$ cat src/hdl/key_group_batch_layout_top_assert.svh
// Assertion macros used by key_group_batch_layout_top.
`ifndef KEY_GROUP_BATCH_LAYOUT_TOP_ASSERT_SVH
`define KEY_GROUP_BATCH_LAYOUT_TOP_ASSERT_SVH

// Implication checked at every clock edge outside reset.
`define KGB_ASSERT_IMPL(lbl, ante, cons) \
    lbl: assert property (@(posedge i_clk) disable iff (!i_rst_n) (ante) |-> (cons)) \
        else $error("kgb implication check failed");

// Condition that must never be seen outside reset.
`define KGB_ASSERT_NEVER(lbl, cond) \
    lbl: assert property (@(posedge i_clk) disable iff (!i_rst_n) !(cond)) \
        else $error("kgb forbidden condition seen");

`endif

$ cat src/hdl/kgb_pkg.sv
`timescale 1ns / 1ps

package kgb_pkg;

    // Default sizes
    localparam int MAX_ITEMS_DEF   = 1024;
    localparam int MAX_GROUPS_DEF  = 64;
    localparam int MAP_ENTRIES_DEF = 128;
    localparam int BLOCK_ITEMS_DEF = 16;

    // Hash constants
    localparam logic [31:0] HASH_MUL     = 32'd2654435761;
    localparam int          HASH_SHIFT   = 22;
    localparam int          HASH_W       = 32 - HASH_SHIFT;
    localparam logic [31:0] RESERVED_KEY = 32'hFFFF_FFFF;

    typedef enum logic [1:0] {
        MD_ADD    = 2'd0,
        MD_FINISH = 2'd1,
        MD_GROUP  = 2'd2,
        MD_SLOT   = 2'd3
    } t_mode;

    typedef enum logic [2:0] {
        ST_OK    = 3'd0,
        ST_FULL  = 3'd1,
        ST_GCAP  = 3'd2,
        ST_BAD   = 3'd3,
        ST_EMPTY = 3'd4
    } t_status;

    // Per-request result fields, totals are added when the result is posted
    typedef struct packed {
        t_status     status;
        logic [31:0] group_key;
        logic [10:0] first_pos;
        logic [10:0] span_len;
        logic [10:0] item_len;
        logic [6:0]  blk_base;
        logic [9:0]  source_index;
        logic        is_padding;
    } t_res;

endpackage

$ cat src/hdl/kgb_hash.sv
`timescale 1ns / 1ps

// Multiplicative hash, then reduction into the map by repeated subtraction.
module kgb_hash #(
    parameter int MAP_ENTRIES = kgb_pkg::MAP_ENTRIES_DEF
) (
    input  logic                           i_clk,
    input  logic                           i_rst_n,
    input  logic                           i_start,
    input  logic [31:0]                    i_key,
    output logic                           o_done,
    output logic [$clog2(MAP_ENTRIES)-1:0] o_idx
);

    localparam int MAW = $clog2(MAP_ENTRIES);
    localparam int HW  = kgb_pkg::HASH_W;

    typedef enum logic [1:0] {H_IDLE, H_MUL, H_MOD} t_hstate;

    t_hstate        r_state;
    logic [31:0]    r_prod;
    logic [HW-1:0]  r_h;
    logic           ge;

    assign ge     = (HW+1)'(r_h) >= (HW+1)'(MAP_ENTRIES);
    assign o_done = (r_state == H_MOD) && !ge;
    assign o_idx  = MAW'(r_h);

    always_ff @(posedge i_clk) begin
        if (!i_rst_n) begin
            r_state <= H_IDLE;
        end else begin
            case (r_state)
                H_IDLE: begin
                    if (i_start) begin
                        r_prod  <= 32'(i_key * kgb_pkg::HASH_MUL);
                        r_state <= H_MUL;
                    end
                end
                H_MUL: begin
                    r_h     <= HW'(r_prod >> kgb_pkg::HASH_SHIFT);
                    r_state <= H_MOD;
                end
                H_MOD: begin
                    // one subtraction per cycle until below the map size
                    if (ge) r_h <= r_h - HW'(MAP_ENTRIES);
                    else    r_state <= H_IDLE;
                end
                default: r_state <= H_IDLE;
            endcase
        end
    end

endmodule

$ cat config.mk
export PLATFORM = sky130hd
export DESIGN_NAME = kgb_hash
export DESIGN_NICKNAME = d
export VERILOG_FILES = /design/src/hdl/key_group_batch_layout_top_assert.svh /design/src/hdl/kgb_pkg.sv /design/src/hdl/kgb_hash.sv
export SDC_FILE = /design/constraint.sdc
export NUM_CORES = 1
export LEC_CHECK = 0
export BUFFER_PORTS_ARGS = -buffer_cell sky130_fd_sc_hd__buf_2
export CAP_MARGIN = 5
export CELL_PAD_IN_SITES_DETAIL_PLACEMENT = 1
export CELL_PAD_IN_SITES_GLOBAL_PLACEMENT = 1
export CORE_UTILIZATION = 56
export CTS_CLUSTER_SIZE = 16
export DETAILED_ROUTE_END_ITERATION = 10
export GPL_ROUTABILITY_DRIVEN = 0
export PLACE_DENSITY_LB_ADDON = 0.1
export SLEW_MARGIN = 20
export SYNTH_ARGS = -nofsm -noshare
export SYNTH_HDL_FRONTEND = slang
export SYNTH_SLANG_ARGS = --single-unit
$ cat constraint.sdc
create_clock -name i_clk -period 15.5 [get_ports i_clk]
set_clock_uncertainty 0.1 [all_clocks]
set_input_delay 1.55 -clock i_clk [delete_from_list [all_inputs] [get_ports i_clk]]
set_output_delay 1.55 -clock i_clk [all_outputs]
set_load 0.03 [all_outputs]
### Word level (Yosys, flattened, before mapping)

Cells that the tools add are included.

* word-level logic and storage cells: 23
* flip-flop bits (word level): 44
* bits of input ports: 35

* reduce and logical (&&, ||, !) cells: 7
* equality and inequality tests: 5
* multiplexer cells: 5
* $add $sub $neg: 1
* $lt $le $gt $ge: 1
* multiply operators: 1

Operator list (count)
* $mul A32 B32 Y32 const B: 1
* $pmux W10 S2: 1
* $ge A10 B8 Y1 const B: 1
* $mux W10: 1
* $sub A10 B8 Y10 const B: 1
* $ne A2 B2 Y1 const B: 3
* $pmux W2 S3: 1
* $reduce_and A3 Y1: 2
* $mux W2: 2
* $eq A2 B1 Y1 const B: 1
* $eq A2 B2 Y1 const B: 1
* $logic_not A2 Y1: 1
* $reduce_and A2 Y1: 1
* $reduce_bool A2 Y1: 1
* $logic_and A1 B1 Y1: 1
* $logic_not A1 Y1: 1

### Depth between registers and ports, before layout

* word-level depth: 3
* mapped depth: 24

### Least setup slack after synthesis

No wires, ideal clock.

* path kind: input to register
* start point: input port i_key[4]
* end point: register r_prod[31], data pin
* setup slack: 7.862 ns
* buffers on the path: 0
* arrival: 7.280 ns
* library setup time: 0.258 ns
* stages on the path: 24
* cells stage by stage: inv_1 fa_1 inv_1 fa_1 fa_1 inv_1 fa_1 inv_1 fa_1 inv_1 fa_1 inv_1 fa_1 inv_1 fa_1 inv_1 ha_1 a21oi_1 o21a_1 a2bb2oi_1 a211oi_1 or4_4 a21oi_2 xnor2_1

* cells in the longest elaborated chain, start to end: 1

RTL lines
* start: declaration: line kgb_hash.sv:10 `input logic [31:0] i_key,`
* $mul A32 B32 Y32: line kgb_hash.sv:36 `r_prod <= 32'(i_key * kgb_pkg::HASH_MUL);`
* end signal: assignment: line kgb_hash.sv:36
* end: declaration: line kgb_hash.sv:21 `logic [31:0] r_prod;`

Every way passes these cells.
A chain may end at the register's enable or synchronous reset.

### Worst setup path in the final report

Ends and elaborated chain as after synthesis.

==> reports/metrics.cfg <==
[cts]
clockBufferDepth=2
cts_sinks=22
cts-root-buf=clkbuf_16
ctsHoldBuffers=0
clk_latency_ns=0.25
cts_resized=0
h-tree-depth=1
numCtsBuffers=3
clk_pin_slew_ns=0.05
postCtsSetupBuffers=0
cts_tree=yes

[critical_path]
rrSetupSlack_ns=13.88
r2r_cells=3
reg2reg_to=r_h[8]
cp-endpoint=r_prod[31]
end_kind=register
path_buf_inv=9
cp.arrival_ns=8.19
worstSetupStartpointType=input pin
crit_type=input pin to register
cp-startpoint=i_key[4]
critPathMaxStageDelay_ns=0.56
crit_fanout=9
crit_family=adder cells
path_depth=25
cp_slowest_cell=fa_1
required_ns=15.39
timing.rr.start=r_state[1]

[floorplan]
start_util=0.579
die_x_um=131
row_count=46
die_h_um=131
num_io_pins=43
die_area_um2=17100
core-area_um2=16000

[routing]
detail_route.first_pass.iterations=4
wl_per_cell_um=20.1
vias=5850
vias_per_cell=5.10
drt_iter0_markers=159
wl_um=23100
ant_nets=0
drcViolationCount=0

[min_path]
hold_depth=1
hold_class=register to register
min_from=r_prod[28]

[cells_and_area]
fin_area_um2=9810
final_cell_mix=346 x inv_1, 203 x fa_1, 185 x ha_1
final_cells=1146
drive_gt1_frac=0.0559
nets=1354
diodes=0
nFillCells=1802
layout_commonest_cell=inv_1
synthToLayoutAreaGrowth_pct=5.88

[sta]
rsz0062_at_grt=false
slew_violations=0
report.final.setup_viol=0
worst_slew_pin_slew_ns=0.668
max_freq_mhz=121
slew_headroom=0.554
min_period_over_period=0.535
final.setup.tns_ns=0
hold_violations=0
period_needed_ns=8.30

[placed_design]
dp_hpwl_um=21400
place_inst=1142
postPlaceCellArea_um2=9690
port-buffer-count=42

[logic_synthesis]
ys_seq_area_frac=0.0692
synth_area_um2=9260
syn_inst=892
syn-num-nets=1315
avgSynthCellArea_um2=10.4
synth_cell_type_count=36
ys_seq_elements=22
ys_warn_count=0

[run]
drv_cap=0

[grt]
grt_pass1_vias=7082
antenna_found_initial=0
grt_first_pass_wirelength_um=37000
grt_usage=0.299
overflow=0
grt_max_degree=16

[outcome]
outcome=completed

## metrics by stage
stage | util | setup slack, ns | hold slack (ns)
floorplan | - | 7.86 | 0.350
global placement | 0.606 | 7.16 | 0.380
detailed placement | 0.606 | 6.89 | 0.413
CTS | 0.612 | 7.17 | 0.419
global route | 0.613 | 6.89 | 0.437
finish | 0.613 | 7.20 | 0.423
## flip-flops by register name, summed over array words and instances, names as in the netlist
name	flops
r_state	2
r_h	10
r_prod	10
## worst reg2reg max path, delay by kind of cell (launching register included)
family           cells  cell delay, ns
flip-flops           1            0.42
AND/OR/NAND/NOR      2            0.51
AO/OA/AOI/OAI        1            0.29
## final cells by class
cell class                      instances  area (um^2)  share of cell area
Clock inverter                          1         30.0             0.00306
Multi-Input combinational cell        516         7280               0.743
Tap cell                              216          270              0.0276
Clock buffer                            3         75.1             0.00765
Sequential cell                        22          641              0.0653
Inverter                              346         1300               0.132
Timing Repair Buffer                   42          210              0.0214
## metal layers
layer / wire length [um] / GRT usage
met5: 0 / 0
met2: 11800 / 0.546
met3: 882 / 0.0285
met4: 534 / 0.0696
met1: 9820 / 0.383
## how the worst min path moves through the flow
stage | slack [ns] | end
final | 0.42 | r_h[6]
after global routing | 0.44 | r_h[4]
after CTS | 0.42 | r_state[0]
after detailed placement | 0.41 | r_state[0]
after global placement | 0.38 | r_state[0]
after floorplan | 0.35 | r_state[0]
## cell families (layout without fill, tap and decap cells)
kind of cell	after synthesis	in the layout	synth area share
AOI/OAI and AO/OA	34	34	0.0236
xor gates and xnor gates	46	46	0.0435
DFF	22	22	0.0692
buffers and inverters	354	392	0.146
adders and majority gates	388	388	0.689
and+or+nand+nor	48	48	0.0289
## synth_stat cells, drive strengths merged
cell type,instances,area (um^2)
a211oi,1,7.51
a21o,3,22.5
fa,203,4060
ha,185,2310
nor3,5,25.0
or4,1,11.3
nand2,11,41.3
a21oi,12,63.8
nor4,1,12.5
o21ba,1,10.0
and3b,1,8.76
inv,346,1300
o211ai,1,7.51
or2,2,12.5
nor2,6,22.5
o21ai,9,45.0
dfxtp,2,40.0
o21a,2,15.0
nand3,4,20.0
nor4bb,2,20.0
nor2b,1,6.26
buf,7,52.6
a41oi,1,16.3
edfxtp,20,601
o22ai,1,6.26
o311ai,1,8.76
and2,10,62.6
o31ai,1,7.51
nand2b,4,25.0
xnor2,38,333
clkbuf,1,3.75
a2bb2oi,1,8.76
xor2,8,70.1
Power is left out: the tool's default activity adds up to more than one toggle a clock period on the data nets, which glitch-free logic cannot reach.
